===== src/hdl/esp_pkg.sv =====
// Shared types, constants and the control store for the encoder speed PID block.
// Used by every module in hdl/; depends on nothing else.
package esp_pkg;

  localparam int FRAC_BITS_DEF = 8;
  localparam int SUM_WIDTH_DEF = 48;

  localparam int CD_W    = 16;
  localparam int GAIN_W  = 32;
  localparam int SPEED_W = 32;
  localparam int MAX_W   = 16;
  localparam int SCALE_W = 24;
  localparam int DRIVE_W = 17;
  localparam int MUL_W   = 33;
  localparam int PROD_W  = 2 * MUL_W;

  localparam int CFG_IDX_W  = 3;
  localparam int CFG_DATA_W = 32;

  typedef enum logic [CFG_IDX_W-1:0] {
    REG_PROP_GAIN  = 3'd0,
    REG_INTEG_GAIN = 3'd1,
    REG_DERIV_GAIN = 3'd2,
    REG_TARGET     = 3'd3,
    REG_MAX_DRIVE  = 3'd4,
    REG_SPEED_SCL  = 3'd5
  } cfg_reg_e;

  localparam logic [GAIN_W-1:0]  PROP_GAIN_RST  = 32'd655360;
  localparam logic [GAIN_W-1:0]  INTEG_GAIN_RST = 32'd6554;
  localparam logic [GAIN_W-1:0]  DERIV_GAIN_RST = 32'd0;
  localparam logic [SPEED_W-1:0] TARGET_RST     = 32'd51200;
  localparam logic [MAX_W-1:0]   MAX_DRIVE_RST  = 16'd2400;
  localparam logic [SCALE_W-1:0] SPEED_SCL_RST  = 24'd419565;

  typedef enum logic [2:0] {
    M_SPEED = 3'd0,
    M_KP_E  = 3'd1,
    M_KI_LO = 3'd2,
    M_KI_HI = 3'd3,
    M_KD_D  = 3'd4
  } mul_sel_e;

  typedef enum logic [1:0] {
    ACC_HOLD   = 2'd0,
    ACC_LOAD   = 2'd1,
    ACC_ADD    = 2'd2,
    ACC_ADD_HI = 2'd3
  } acc_op_e;

  typedef enum logic [2:0] {
    DP_NOP   = 3'd0,
    DP_LOAD  = 3'd1,
    DP_SPEED = 3'd2,
    DP_ERR   = 3'd3,
    DP_INTEG = 3'd4,
    DP_ABS   = 3'd5,
    DP_EMIT  = 3'd6
  } dp_op_e;

  typedef enum logic [1:0] {
    J_NONE     = 2'd0,
    J_NO_INPUT = 2'd1,
    J_OUT_BUSY = 2'd2
  } jmp_cond_e;

  localparam int PROG_LEN = 12;
  localparam int STEP_W   = $clog2(PROG_LEN);

  typedef struct packed {
    mul_sel_e         mul_sel;
    acc_op_e          acc_op;
    dp_op_e           dp_op;
    jmp_cond_e        jmp_cond;
    logic [STEP_W-1:0] jmp_addr;
    logic             eop;
  } ctrl_t;

  typedef struct packed {
    logic in_valid;
    logic out_busy;
  } seq_status_t;

  localparam logic [STEP_W-1:0] STEP_LOAD = STEP_W'(0);
  localparam logic [STEP_W-1:0] STEP_EMIT = STEP_W'(11);

  localparam ctrl_t PROGRAM [PROG_LEN] = '{
    '{M_SPEED, ACC_HOLD,   DP_LOAD,  J_NO_INPUT, STEP_LOAD, 1'b0},
    '{M_SPEED, ACC_HOLD,   DP_NOP,   J_NONE,     STEP_LOAD, 1'b0},
    '{M_SPEED, ACC_HOLD,   DP_SPEED, J_NONE,     STEP_LOAD, 1'b0},
    '{M_SPEED, ACC_HOLD,   DP_ERR,   J_NONE,     STEP_LOAD, 1'b0},
    '{M_SPEED, ACC_HOLD,   DP_INTEG, J_NONE,     STEP_LOAD, 1'b0},
    '{M_KP_E,  ACC_HOLD,   DP_NOP,   J_NONE,     STEP_LOAD, 1'b0},
    '{M_KI_LO, ACC_LOAD,   DP_NOP,   J_NONE,     STEP_LOAD, 1'b0},
    '{M_KI_HI, ACC_ADD,    DP_NOP,   J_NONE,     STEP_LOAD, 1'b0},
    '{M_KD_D,  ACC_ADD_HI, DP_NOP,   J_NONE,     STEP_LOAD, 1'b0},
    '{M_SPEED, ACC_ADD,    DP_NOP,   J_NONE,     STEP_LOAD, 1'b0},
    '{M_SPEED, ACC_HOLD,   DP_ABS,   J_NONE,     STEP_LOAD, 1'b0},
    '{M_SPEED, ACC_HOLD,   DP_EMIT,  J_OUT_BUSY, STEP_EMIT, 1'b1}
  };

endpackage


===== src/hdl/esp_mul.sv =====
// Shared 33x33 signed multiplier with registered product.
// Depends on esp_pkg.
module esp_mul
  import esp_pkg::*;
(
  input  logic                     clk_i,
  input  logic signed [MUL_W-1:0]  a_i,
  input  logic signed [MUL_W-1:0]  b_i,
  output logic signed [PROD_W-1:0] p_o
);

  logic signed [PROD_W-1:0] p_q;

  always_ff @(posedge clk_i) begin
    p_q <= a_i * b_i;
  end

  assign p_o = p_q;

endmodule


===== src/hdl/esp_seq.sv =====
// Step counter and control store; jumps on input/output handshake status.
// Depends on esp_pkg.
module esp_seq
  import esp_pkg::*;
(
  input  logic        clk_i,
  input  logic        rst_ni,
  input  seq_status_t status_i,
  output ctrl_t       ctrl_o
);

  logic [STEP_W-1:0] step_q, step_d;
  ctrl_t             cw;
  logic              take;

  assign cw = PROGRAM[step_q];

  always_comb begin
    unique case (cw.jmp_cond)
      J_NO_INPUT: take = !status_i.in_valid;
      J_OUT_BUSY: take = status_i.out_busy;
      default:    take = 1'b0;
    endcase
    if (take) begin
      step_d = cw.jmp_addr;
    end else if (cw.eop) begin
      step_d = STEP_LOAD;
    end else begin
      step_d = step_q + STEP_W'(1);
    end
  end

  always_ff @(posedge clk_i or negedge rst_ni) begin
    if (!rst_ni) begin
      step_q <= STEP_LOAD;
    end else begin
      step_q <= step_d;
    end
  end

  assign ctrl_o = cw;

endmodule


===== src/hdl/esp_dp.sv =====
// PID datapath: speed scaling, error, saturating integral, product accumulation, clamp.
// Depends on esp_pkg and esp_mul.
module esp_dp
  import esp_pkg::*;
#(
  parameter int FRAC_BITS = FRAC_BITS_DEF,
  parameter int SUM_WIDTH = SUM_WIDTH_DEF
) (
  input  logic                       clk_i,
  input  logic                       rst_ni,
  input  ctrl_t                      ctrl_i,
  input  logic                       accept_i,
  input  logic signed [CD_W-1:0]     cd_i,
  input  logic signed [GAIN_W-1:0]   kp_i,
  input  logic signed [GAIN_W-1:0]   ki_i,
  input  logic signed [GAIN_W-1:0]   kd_i,
  input  logic signed [SPEED_W-1:0]  target_i,
  input  logic [MAX_W-1:0]           max_drive_i,
  input  logic [SCALE_W-1:0]         scale_i,
  output logic signed [DRIVE_W-1:0]  drive_o,
  output logic signed [SPEED_W-1:0]  speed_o
);

  localparam int SPD_W  = CD_W + SCALE_W + 1;
  localparam int SPD_SH = 16 - FRAC_BITS;
  localparam logic signed [SPD_W-1:0] SPD_BIAS = SPD_W'((64'(1) << SPD_SH) - 64'(1));
  localparam int ACC_W  = SUM_WIDTH + 35;
  localparam int DRV_SH = 16 + FRAC_BITS;
  localparam int Q_W    = ACC_W - DRV_SH;
  localparam logic signed [SPEED_W-1:0] S32_MAX = {1'b0, {(SPEED_W-1){1'b1}}};
  localparam logic signed [SPEED_W-1:0] S32_MIN = {1'b1, {(SPEED_W-1){1'b0}}};
  localparam logic signed [SUM_WIDTH-1:0] SUM_MAX = {1'b0, {(SUM_WIDTH-1){1'b1}}};
  localparam logic signed [SUM_WIDTH-1:0] SUM_MIN = {1'b1, {(SUM_WIDTH-1){1'b0}}};

  logic signed [CD_W-1:0]      cd_q;
  logic signed [SPEED_W-1:0]   speed_q, speed_d;
  logic signed [SPEED_W-1:0]   e_q, e_d;
  logic signed [SUM_WIDTH-1:0] sum_q, sum_d;
  logic signed [SPEED_W-1:0]   prev_q;
  logic signed [MUL_W-1:0]     diff_q;
  logic signed [ACC_W-1:0]     acc_q, acc_d;
  logic [ACC_W-1:0]            mag_q;
  logic                        neg_q;

  logic signed [MUL_W-1:0]     mul_a, mul_b;
  logic signed [PROD_W-1:0]    prod;
  logic signed [ACC_W-1:0]     prod_ext;
  logic signed [SUM_WIDTH-1:0] sum_hi_w;

  logic signed [SPD_W-1:0]     spd_raw, spd_bias, spd_adj, spd_shr;
  logic signed [SPEED_W:0]     err_w;
  logic signed [SUM_WIDTH:0]   sum_w;
  logic [Q_W-1:0]              q_hi;
  logic [MAX_W-1:0]            q_clamp;
  logic [DRIVE_W-1:0]          q_ext;

  esp_mul u_mul (
    .clk_i (clk_i),
    .a_i   (mul_a),
    .b_i   (mul_b),
    .p_o   (prod)
  );

  assign sum_hi_w = sum_q >>> 32;

  always_comb begin
    unique case (ctrl_i.mul_sel)
      M_KP_E: begin
        mul_a = MUL_W'(kp_i);
        mul_b = MUL_W'(e_q);
      end
      M_KI_LO: begin
        mul_a = MUL_W'(ki_i);
        mul_b = signed'({1'b0, sum_q[31:0]});
      end
      M_KI_HI: begin
        mul_a = MUL_W'(ki_i);
        mul_b = MUL_W'(sum_hi_w);
      end
      M_KD_D: begin
        mul_a = MUL_W'(kd_i);
        mul_b = diff_q;
      end
      default: begin
        mul_a = MUL_W'(cd_q);
        mul_b = signed'({{(MUL_W-SCALE_W){1'b0}}, scale_i});
      end
    endcase
  end

  // speed: truncate toward zero, then saturate to 32 bits
  always_comb begin
    spd_raw  = signed'(prod[SPD_W-1:0]);
    spd_bias = spd_raw[SPD_W-1] ? SPD_BIAS : SPD_W'(0);
    spd_adj  = spd_raw + spd_bias;
    spd_shr  = spd_adj >>> SPD_SH;
    if (&spd_shr[SPD_W-1:SPEED_W-1] || ~|spd_shr[SPD_W-1:SPEED_W-1]) begin
      speed_d = spd_shr[SPEED_W-1:0];
    end else if (spd_shr[SPD_W-1]) begin
      speed_d = S32_MIN;
    end else begin
      speed_d = S32_MAX;
    end
  end

  always_comb begin
    err_w = (SPEED_W+1)'(target_i) - (SPEED_W+1)'(speed_q);
    if (err_w[SPEED_W] == err_w[SPEED_W-1]) begin
      e_d = err_w[SPEED_W-1:0];
    end else if (err_w[SPEED_W]) begin
      e_d = S32_MIN;
    end else begin
      e_d = S32_MAX;
    end
  end

  always_comb begin
    sum_w = (SUM_WIDTH+1)'(sum_q) + (SUM_WIDTH+1)'(e_q);
    if (sum_w[SUM_WIDTH] == sum_w[SUM_WIDTH-1]) begin
      sum_d = sum_w[SUM_WIDTH-1:0];
    end else if (sum_w[SUM_WIDTH]) begin
      sum_d = SUM_MIN;
    end else begin
      sum_d = SUM_MAX;
    end
  end

  assign prod_ext = ACC_W'(prod);

  always_comb begin
    unique case (ctrl_i.acc_op)
      ACC_LOAD:   acc_d = prod_ext;
      ACC_ADD:    acc_d = acc_q + prod_ext;
      ACC_ADD_HI: acc_d = acc_q + (prod_ext <<< 32);
      default:    acc_d = acc_q;
    endcase
  end

  always_ff @(posedge clk_i or negedge rst_ni) begin
    if (!rst_ni) begin
      sum_q  <= '0;
      prev_q <= '0;
    end else if (ctrl_i.dp_op == DP_INTEG) begin
      sum_q  <= sum_d;
      prev_q <= e_q;
    end
  end

  always_ff @(posedge clk_i) begin
    if (accept_i) begin
      cd_q <= cd_i;
    end
    if (ctrl_i.dp_op == DP_SPEED) begin
      speed_q <= speed_d;
    end
    if (ctrl_i.dp_op == DP_ERR) begin
      e_q <= e_d;
    end
    if (ctrl_i.dp_op == DP_INTEG) begin
      diff_q <= MUL_W'(e_q) - MUL_W'(prev_q);
    end
    if (ctrl_i.dp_op == DP_ABS) begin
      neg_q <= acc_q[ACC_W-1];
      mag_q <= acc_q[ACC_W-1] ? unsigned'(-acc_q) : unsigned'(acc_q);
    end
    acc_q <= acc_d;
  end

  always_comb begin
    q_hi = mag_q[ACC_W-1:DRV_SH];
    if (q_hi > Q_W'(max_drive_i)) begin
      q_clamp = max_drive_i;
    end else begin
      q_clamp = q_hi[MAX_W-1:0];
    end
    q_ext = {1'b0, q_clamp};
  end

  assign drive_o = neg_q ? signed'(-q_ext) : signed'(q_ext);
  assign speed_o = speed_q;

endmodule


===== src/hdl/encoder_speed_pid_top.sv =====
// Encoder speed PID controller: config registers, stream ports, output register.
// The result is registered into the output register at the emit step of the pass.
// A new input item is taken only at the load step, after a full pass of the control
// store over the shared multiplier; the pass stalls while the output is not drained.
// Reset: gains and limits return to defaults, integral and last error clear.
// Depends on esp_pkg, esp_seq, esp_dp, esp_mul.
module encoder_speed_pid_top
  import esp_pkg::*;
#(
  parameter int FRAC_BITS = FRAC_BITS_DEF,
  parameter int SUM_WIDTH = SUM_WIDTH_DEF
) (
  input  logic                  clk_i,
  input  logic                  rst_ni,
  input  logic                  cfg_we_i,
  input  logic [CFG_IDX_W-1:0]  cfg_addr_i,
  input  logic [CFG_DATA_W-1:0] cfg_wdata_i,
  input  logic                  s_axis_tvalid,
  output logic                  s_axis_tready,
  input  logic [15:0]           s_axis_tdata,  // [15:0] count_delta
  output logic                  m_axis_tvalid,
  input  logic                  m_axis_tready,
  output logic [55:0]           m_axis_tdata   // [16:0] drive, [48:17] speed, zero fill
);

  logic [GAIN_W-1:0]  kp_q, ki_q, kd_q;
  logic [SPEED_W-1:0] target_q;
  logic [MAX_W-1:0]   max_q;
  logic [SCALE_W-1:0] scale_q;

  ctrl_t                      ctrl;
  seq_status_t                status;
  logic                       accept;
  logic                       emit;
  logic                       out_valid_q, out_valid_d;
  logic signed [DRIVE_W-1:0]  drive_w;
  logic signed [SPEED_W-1:0]  speed_w;
  logic [DRIVE_W-1:0]         drive_q;
  logic [SPEED_W-1:0]         speed_q;

  always_ff @(posedge clk_i or negedge rst_ni) begin
    if (!rst_ni) begin
      kp_q     <= PROP_GAIN_RST;
      ki_q     <= INTEG_GAIN_RST;
      kd_q     <= DERIV_GAIN_RST;
      target_q <= TARGET_RST;
      max_q    <= MAX_DRIVE_RST;
      scale_q  <= SPEED_SCL_RST;
    end else if (cfg_we_i) begin
      unique case (cfg_addr_i)
        REG_PROP_GAIN:  kp_q     <= cfg_wdata_i;
        REG_INTEG_GAIN: ki_q     <= cfg_wdata_i;
        REG_DERIV_GAIN: kd_q     <= cfg_wdata_i;
        REG_TARGET:     target_q <= cfg_wdata_i;
        REG_MAX_DRIVE:  max_q    <= cfg_wdata_i[MAX_W-1:0];
        REG_SPEED_SCL:  scale_q  <= cfg_wdata_i[SCALE_W-1:0];
        default: ;
      endcase
    end
  end

  assign s_axis_tready   = (ctrl.dp_op == DP_LOAD);
  assign accept          = s_axis_tvalid && s_axis_tready;
  assign status.in_valid = s_axis_tvalid;
  assign status.out_busy = out_valid_q && !m_axis_tready;
  assign emit            = (ctrl.dp_op == DP_EMIT) && !status.out_busy;

  esp_seq u_seq (
    .clk_i    (clk_i),
    .rst_ni   (rst_ni),
    .status_i (status),
    .ctrl_o   (ctrl)
  );

  esp_dp #(
    .FRAC_BITS (FRAC_BITS),
    .SUM_WIDTH (SUM_WIDTH)
  ) u_dp (
    .clk_i       (clk_i),
    .rst_ni      (rst_ni),
    .ctrl_i      (ctrl),
    .accept_i    (accept),
    .cd_i        (signed'(s_axis_tdata)),
    .kp_i        (signed'(kp_q)),
    .ki_i        (signed'(ki_q)),
    .kd_i        (signed'(kd_q)),
    .target_i    (signed'(target_q)),
    .max_drive_i (max_q),
    .scale_i     (scale_q),
    .drive_o     (drive_w),
    .speed_o     (speed_w)
  );

  always_comb begin
    if (emit) begin
      out_valid_d = 1'b1;
    end else if (m_axis_tready) begin
      out_valid_d = 1'b0;
    end else begin
      out_valid_d = out_valid_q;
    end
  end

  always_ff @(posedge clk_i or negedge rst_ni) begin
    if (!rst_ni) begin
      out_valid_q <= 1'b0;
    end else begin
      out_valid_q <= out_valid_d;
    end
  end

  always_ff @(posedge clk_i) begin
    if (emit) begin
      drive_q <= drive_w;
      speed_q <= speed_w;
    end
  end

  assign m_axis_tvalid = out_valid_q;
  assign m_axis_tdata  = {7'd0, speed_q, drive_q};

endmodule

===== config.mk =====
export PLATFORM = sky130hd
export DESIGN_NAME = encoder_speed_pid_top
export DESIGN_NICKNAME = d
export VERILOG_FILES = /design/src/hdl/esp_pkg.sv /design/src/hdl/esp_mul.sv /design/src/hdl/esp_seq.sv /design/src/hdl/esp_dp.sv /design/src/hdl/encoder_speed_pid_top.sv
export SDC_FILE = /design/constraint.sdc
export NUM_CORES = 2
export LEC_CHECK = 0
export BUFFER_PORTS_ARGS = -buffer_cell sky130_fd_sc_hd__buf_2
export CAP_MARGIN = 30
export CORE_ASPECT_RATIO = 0.8
export CORE_MARGIN = 4
export CORE_UTILIZATION = 55
export CTS_BUF_LIST = sky130_fd_sc_hd__clkbuf_8
export CTS_CLUSTER_DIAMETER = 80
export DETAILED_ROUTE_END_ITERATION = 8
export GPL_TIMING_DRIVEN = 0
export PLACE_DENSITY_LB_ADDON = 0.05
export REMOVE_ABC_BUFFERS = 1
export SLEW_MARGIN = 10
export SYNTH_ARGS = -nofsm -noshare
export SYNTH_HDL_FRONTEND = slang
export SYNTH_SLANG_ARGS = --single-unit

===== constraint.sdc =====
create_clock -name clk_i -period 30.1 [get_ports clk_i]
set_clock_uncertainty 0.05 [all_clocks]
set_input_delay 6.02 -clock clk_i [delete_from_list [all_inputs] [get_ports clk_i]]
set_output_delay 6.02 -clock clk_i [all_outputs]
set_load 0.05 [all_outputs]

; Word-level counts from Yosys, hierarchy flattened
; Memory sizes are Yosys's and may differ from the RTL's.
; Cells that the tools add are included.
[op_classes]
addsub = 9
multipliers = 1
order_cmp = 2
eq_ne = 22
n_mux = 20
bitwise = 1
reduce_logical = 20
[op_table]
columns = operator, n
row1 = case mux 83 bit (3 select lines), 1
row2 = case mux 33 bit (4 select lines), 1
row3 = two-way mux 32 bit, 4
row4 = case mux 33 bit (3 select lines), 1
row5 = two-way mux 48 bit, 2
row6 = adder 83 x 66 -> 83 bit, 1
row7 = adder 83 bit, 1
row8 = negator 83 bit, 1
row9 = two-way mux 82 bit, 1
row10 = multiplier 33 x 33 -> 66 bit, 1
row11 = subtractor 32 x 32 -> 33 bit, 2
row12 = > comparator 59 x 16 -> 1 bit, 1
row13 = adder 48 x 32 -> 49 bit, 1
row14 = adder 41 bit, 1
row15 = two-way mux 16 bit, 2
row16 = two-way mux 15 bit, 2
row17 = == test 3 x 2 -> 1 bit (second input constant), 6
row18 = == test 3 bit (second input constant), 6
row19 = negator 16 -> 17 bit, 1
row20 = AND reduction 2 bit, 7
row21 = == test 3 x 1 -> 1 bit (second input constant), 3
row22 = two-way mux 4 bit, 2
row23 = two-way mux 8 bit, 1
row24 = == test 2 bit (second input constant), 3
row25 = 14 further kinds, 23
[word_totals]
regBits = 648
mem_bits_ro = 240
in_bits = 56
output_inout_bits = 58
elab_cells = 98
memories = 1
[mem_list]
columns = memory, words, word_bits, read_ports, rd_clocked_by_memory_dff, wr, line
row1 = (name not given), 16, 15, 1, 0, 0, esp_seq.sv:16  ; assign cw = PROGRAM[step_q];

; Depth between registers and ports, before layout
[depth]
ltp_word = 8
mapped_depth = 41
depth_no_buf = 36

; By module
; A second synthesis with hierarchy kept.
[hier_totals]
hier_cells = 8374
area_unflattened_um2 = 79510.0
[modules_own_cells]
columns = module, instances, cells_each, area_per_inst_um2, seq_area_each_um2
row1 = esp_mul, 1, 4274, 40211.1, 1321.3
row2 = esp_dp, 1, 3635, 30905.9, 9689.3
row3 = encoder_speed_pid_top, 1, 425, 8006.4, 5735.5
row4 = esp_seq, 1, 40, 386.6, 100.1

; Worst setup path after synthesis
; Ideal clock, no wire load.
[synth_path]
path_kind = reg-to-reg
from = reg u_seq.step_q[1]
to = reg u_dp.u_mul.p_q[65] (netlist: u_dp.u_mul.p_o[65])
setup_ns = 0.114
t_arrival_ns = 10.563
t_required_ns = 29.936
slack_ns = 19.373
stages_incl_launch_ff = 42
n_path_buf = 5
synth_period_minus_slack_ns = 10.727
path_cell_list = dfrtp_1 inv_1 ha_1 and2_1 buf_1 or3_1 clkbuf_1 nor2_1 clkbuf_1 a41o_1 clkbuf_1 clkbuf_1 nor2_1 fa_1 inv_1 fa_1 inv_1 fa_1 [6 not listed] inv_1 fa_1 inv_1 fa_1 inv_1 ha_1 o21a_1 o211ai_1 o211ai_1 a221oi_1 o41ai_1 a2111oi_0 or3_1 nand3_1 a31o_2 a41o_1 a211o_1 a2111oi_0
[synth_via]
elab_chain_cells = 8
word_cells_on_any_way = 12
cone_classes = mul: 1 / eq/ne: 4 / mux: 4 / bitwise: 1 / reduce/logical: 1 / memory: 1
[synth_lines]
columns = item, line
row1 = from (decl), esp_seq.sv:12  ; logic [STEP_W-1:0] step_q, step_d;
row2 = from (signal assigned), esp_seq.sv:37  ; step_q <= step_d;
row3 = NOT 4 -> 5 bit (not written as such) *, esp_seq.sv:16
row4 = memory read (16 x 15 bit) *, -
row5 = two-way mux 15 bit (not written as such) * (2 in a row), esp_seq.sv:16
row6 = == test 3 x 2 -> 1 bit, esp_dp.sv:67  ; unique case (ctrl_i.mul_sel)
row7 = OR reduction 2 bit (no source line), -
row8 = case mux 33 bit (3 select lines), esp_dp.sv:67
row9 = multiplier 33 x 33 -> 66 bit *, esp_mul.sv:15  ; p_q <= a_i * b_i;
row10 = to (signal assigned), esp_mul.sv:15
row11 = to (decl), esp_mul.sv:12  ; logic signed [PROD_W-1:0] p_q;
; Mark *: on every way between the ends. The rest lies on a longest branch, timed or not. The select of a mux whose other input is x is not followed.
; A chain may end at the register's enable or synchronous reset.

; Final worst setup path
[layout_path]
from = reg u_seq.step_q[1]
to = reg u_dp.u_mul.p_q[59] (netlist: u_dp.u_mul.p_o[59])
; The elaborated chain is that of the path after synthesis.

==> run_summary.xml <==
<?xml version="1.0" encoding="UTF-8"?>
<metrics>
  <group name="status">
    <metric name="run_status" unit="">complete, no violations</metric>
  </group>
  <group name="logic_synthesis">
    <metric name="yosys_most_used_dff" unit="">edfxtp_1</metric>
    <metric name="post_synth.cell_area_avg" unit="um2">9.37</metric>
    <metric name="synthesis_warning_total" unit="">0</metric>
    <metric name="async_set_reset_flop_share_out_of_synthesis" unit="%">40.5</metric>
    <metric name="yosys-top-cells-area" unit="">fa_1 30%, edfxtp_1 12%, ha_1 8.1%</metric>
    <metric name="synth_enable_flop_cells" unit="">305</metric>
    <metric name="syn_inst" unit="">8154</metric>
    <metric name="post_synth_design_cell_area" unit="um2">76400</metric>
    <metric name="yosysTopAreaCell" unit="">fa_1</metric>
    <metric name="post-synth-top-count-cell" unit="">inv_1</metric>
    <metric name="synth.top_cell.area_share" unit="%">29.5</metric>
    <metric name="yosys_register_bits" unit="">624</metric>
    <metric name="seq_area_frac_synth" unit="%">22.0</metric>
    <metric name="synth_common_cells" unit="">1239 x inv_1, 1127 x fa_1, 946 x nand2_1, 759 x nor2_1, 492 x ha_1</metric>
    <metric name="count_of_distinct_cell_types_in_the_synthesized_netlist" unit="">87</metric>
  </group>
  <group name="clock_network">
    <metric name="path_clk_slew" unit="ns">0.06</metric>
    <metric name="tritoncts_num_sinks" unit="">624</metric>
    <metric name="postCtsSetupRepairBufs" unit="">0</metric>
    <metric name="hold_fix_buffers_at_cts" unit="">0</metric>
    <metric name="tritoncts" unit="">yes</metric>
    <metric name="postCtsResizedCells" unit="">0</metric>
    <metric name="number_of_buffers_inserted_during_clock_tree_synthesis" unit="">105</metric>
    <metric name="h_tree_depth" unit="">3</metric>
    <metric name="clockRootBuffer" unit="">clkbuf_8</metric>
    <metric name="clock_tree_buf_depth" unit="">3</metric>
    <metric name="worst_skew_pair.late_latency" unit="ns">0.85</metric>
  </group>
  <group name="drt">
    <metric name="wl_met2" unit="um">107000</metric>
    <metric name="drt_drc_violations_left" unit="">0</metric>
    <metric name="route.detailed.wl_per_inst" unit="um">25.9</metric>
    <metric name="routed_wirelength" unit="um">262000</metric>
    <metric name="drtAntennaViolNets" unit="">0</metric>
    <metric name="highest-signal-layer" unit="">met5</metric>
    <metric name="route.detailed.vias_per_inst" unit="">6.10</metric>
    <metric name="met1_length" unit="um">109000</metric>
    <metric name="firstDrtPassIters" unit="">8</metric>
    <metric name="drtIter0Drc" unit="">6585</metric>
    <metric name="detailroute.wirelength.met3" unit="um">35100</metric>
    <metric name="num_vias" unit="">61700</metric>
  </group>
  <group name="sta">
    <metric name="setup-violations-final" unit="">0</metric>
    <metric name="fmax" unit="MHz">73.6</metric>
    <metric name="worst-slew-pin-transition" unit="ns">1.10</metric>
    <metric name="timing.setup.tns" unit="ns">0</metric>
    <metric name="hold_viol_final" unit="">0</metric>
    <metric name="slew_viol_final" unit="">0</metric>
    <metric name="slew_headroom" unit="%">26.4</metric>
    <metric name="layout_min_cycle_time" unit="ns">13.58</metric>
    <metric name="final.period_utilization" unit="%">45.1</metric>
    <metric name="rsz_0062_raised_after_global_routing" unit="">no</metric>
  </group>
  <group name="setup_path">
    <metric name="critPathCaptureType" unit="">flip-flop</metric>
    <metric name="setup.worst_path.start_class" unit="">flip-flop</metric>
    <metric name="regToRegStartpoint" unit="">u_seq.step_q[1]$_DFF_PN0_</metric>
    <metric name="critPathMostFrequentCell" unit="">inv_1</metric>
    <metric name="cp_slowest_cell" unit="">a221oi_1</metric>
    <metric name="cp.required" unit="ns">30.73</metric>
    <metric name="worst-endpoint-arrival" unit="ns">14.22</metric>
    <metric name="timing.critical_path.fanout_max" unit="">42</metric>
    <metric name="critPathMaxStageDelay" unit="ns">0.91</metric>
    <metric name="path_class" unit="">reg -&gt; reg</metric>
    <metric name="timing.critical_path.from" unit="">u_seq.step_q[1]$_DFF_PN0_</metric>
  </group>
  <group name="global_route">
    <metric name="first_global_vias" unit="">61400</metric>
    <metric name="grt_max_degree" unit="">112</metric>
    <metric name="antenna_found_initial" unit="">10</metric>
    <metric name="track_usage" unit="%">36.6</metric>
    <metric name="grt_pass1_wl" unit="um">396000</metric>
    <metric name="globalRoute.totalOverflow" unit="">0</metric>
  </group>
  <group name="cells_and_area">
    <metric name="number_of_standard_cells_in_the_final_layout_excluding_fillers" unit="">10100</metric>
    <metric name="layout-drive-gt1-share" unit="%">9.08</metric>
    <metric name="synth_to_layout_area_growth" unit="%">10.1</metric>
    <metric name="finish.net_count" unit="">9835</metric>
  </group>
  <group name="floorplanning">
    <metric name="design.core.area" unit="um2">138000</metric>
    <metric name="die_y" unit="um">341</metric>
    <metric name="design.portCount" unit="">114</metric>
    <metric name="dieArea" unit="um2">145000</metric>
    <metric name="initial_utilization" unit="%">55.3</metric>
    <metric name="core.rowCount" unit="">122</metric>
    <metric name="die_width" unit="um">425</metric>
  </group>
  <group name="placed_design">
    <metric name="globalplace.congestion" unit="">0.993</metric>
    <metric name="port-buffer-count" unit="">106</metric>
    <metric name="dpl.cell_count" unit="">9908</metric>
    <metric name="hpwlAfterDp" unit="um">208000</metric>
  </group>
  <group name="run">
    <metric name="cap_viol_max_count" unit="">0</metric>
  </group>
  <group name="worst_hold_path">
    <metric name="worst_hold_startpoint" unit="">u_dp.speed_o[3]$_DFFE_PN_</metric>
    <metric name="worst_hold_path_type" unit="">reg -&gt; reg</metric>
  </group>
</metrics>
-- flip-flops by register name (all words and copies together), names as in the netlist, 16 cells and up --
register / cells
kd_q: 32
max_q: 16
u_dp.sum_q: 48
u_dp.u_mul.p_o: 66
u_dp.cd_q: 16
ki_q: 32
drive_q: 17
kp_q: 32
u_dp.mag_q: 59
u_dp.speed_o: 32
target_q: 32
speed_q: 32
u_dp.acc_q: 83
u_dp.e_q: 32
scale_q: 24
u_dp.diff_q: 33
u_dp.prev_q: 32
-- stage by stage --
| step | cell area [um2] | worst slack, ns | hold WS, ns | utilization, % |
|---|---|---|---|---|
| 6_report | 84200 | 16.52 | 0.444 | 60.9 |
| 5_1_grt | 84200 | 16.15 | 0.455 | 60.9 |
| 4_1_cts | 84100 | 16.68 | 0.446 | 60.9 |
| 3_5_place_dp | 81700 | 16.74 | 0.425 | 59.2 |
| 3_3_place_gp | 77900 | 8.69 | 0.420 | 56.4 |
| 2_1_floorplan | 75000 | 16.01 | 0.376 | - |
-- area by class of cell --
class | instances | area (um2)
inverter | 1240 | 4660
fill | 11600 | 54000
clock buffer | 133 | 1830
multi-input combinational | 5925 | 54500
tap | 1860 | 2330
clock inverter | 67 | 531
sequential | 624 | 16800
antenna | 7 | 17.5
timing repair buffer | 264 | 3480
-- worst max-delay path, delay by kind of cell (launching register included) --
family                     cells  cell delay [ns]
adders and majority gates     10             4.68
and+or+nand+nor                8             2.62
buffers and inverters         11             1.25
AOI/OAI and AO/OA              9             4.17
DFF                            1             0.53
-- cells by family after synthesis --
logic type | after synthesis | share of synthesized area [%]
simple gates | 2256 | 12.8
fa+ha+maj | 1669 | 38.2
buf+inv | 1611 | 7.96
compound gates | 1433 | 12.0
flops | 624 | 22.0
xor+xnor | 388 | 4.45
mux | 172 | 2.51
other cells | 1 | 0.00491
-- path summary, 6_finish.rpt --
| kind | slack, ns | end | depth (start not counted) |
|---|---|---|---|
| setup / recovery | 16.52 | u_dp.u_mul.p_o[59]$_DFF_P_ | 38 |
| hold / removal | 0.44 | speed_q[3]$_DFFE_PP_ | 0 |
| setup reg to reg | 16.52 | u_dp.u_mul.p_o[59]$_DFF_P_ | 38 |
| hold reg to reg | 0.44 | speed_q[3]$_DFFE_PP_ | 0 |
| max in group asynchronous | 23.81 | kd_q[28]$_DFFE_PN0P_ | 2 |
| min in group asynchronous | 5.14 | u_dp.sum_q[46]$_DFFE_PN0N_ | 1 |
-- routing by layer --
metal,track usage (%),vias up
met5,0,-
met4,11.8,2
met3,13.5,605
met2,51.2,3427
met1,52.6,30900
li1,-,26800
-- cells in the final DEF, fill, tap and decap left out, types with 40 or more instances in the layout --
master | synthesis | routed
dfxtp_1 | 66 | 66
a21oi_1 | 377 | 376
inv_1 | 1239 | 1261
nor2_1 | 759 | 751
nand3_1 | 108 | 108
xnor2_1 | 253 | 252
nand2b_1 | 71 | 71
buf_8 | 0 | 45
nand4_1 | 61 | 61
buf_2 | 4 | 105
o21ai_0 | 358 | 355
o21a_1 | 67 | 62
xor2_1 | 135 | 135
edfxtp_1 | 305 | 305
fa_1 | 1127 | 1126
nor3_1 | 73 | 71
nand2_1 | 946 | 943
a21o_1 | 153 | 153
mux2_2 | 156 | 156
nor2b_1 | 44 | 44
ha_1 | 492 | 491
maj3_1 | 50 | 50
a31oi_1 | 45 | 42
buf_16 | 0 | 52
clkbuf_8 | 0 | 133
dfrtp_1 | 225 | 225
o21bai_1 | 40 | 40
Power is not shown: default switching activity piles up to over one toggle a cycle in this logic, so the estimate is an artifact.
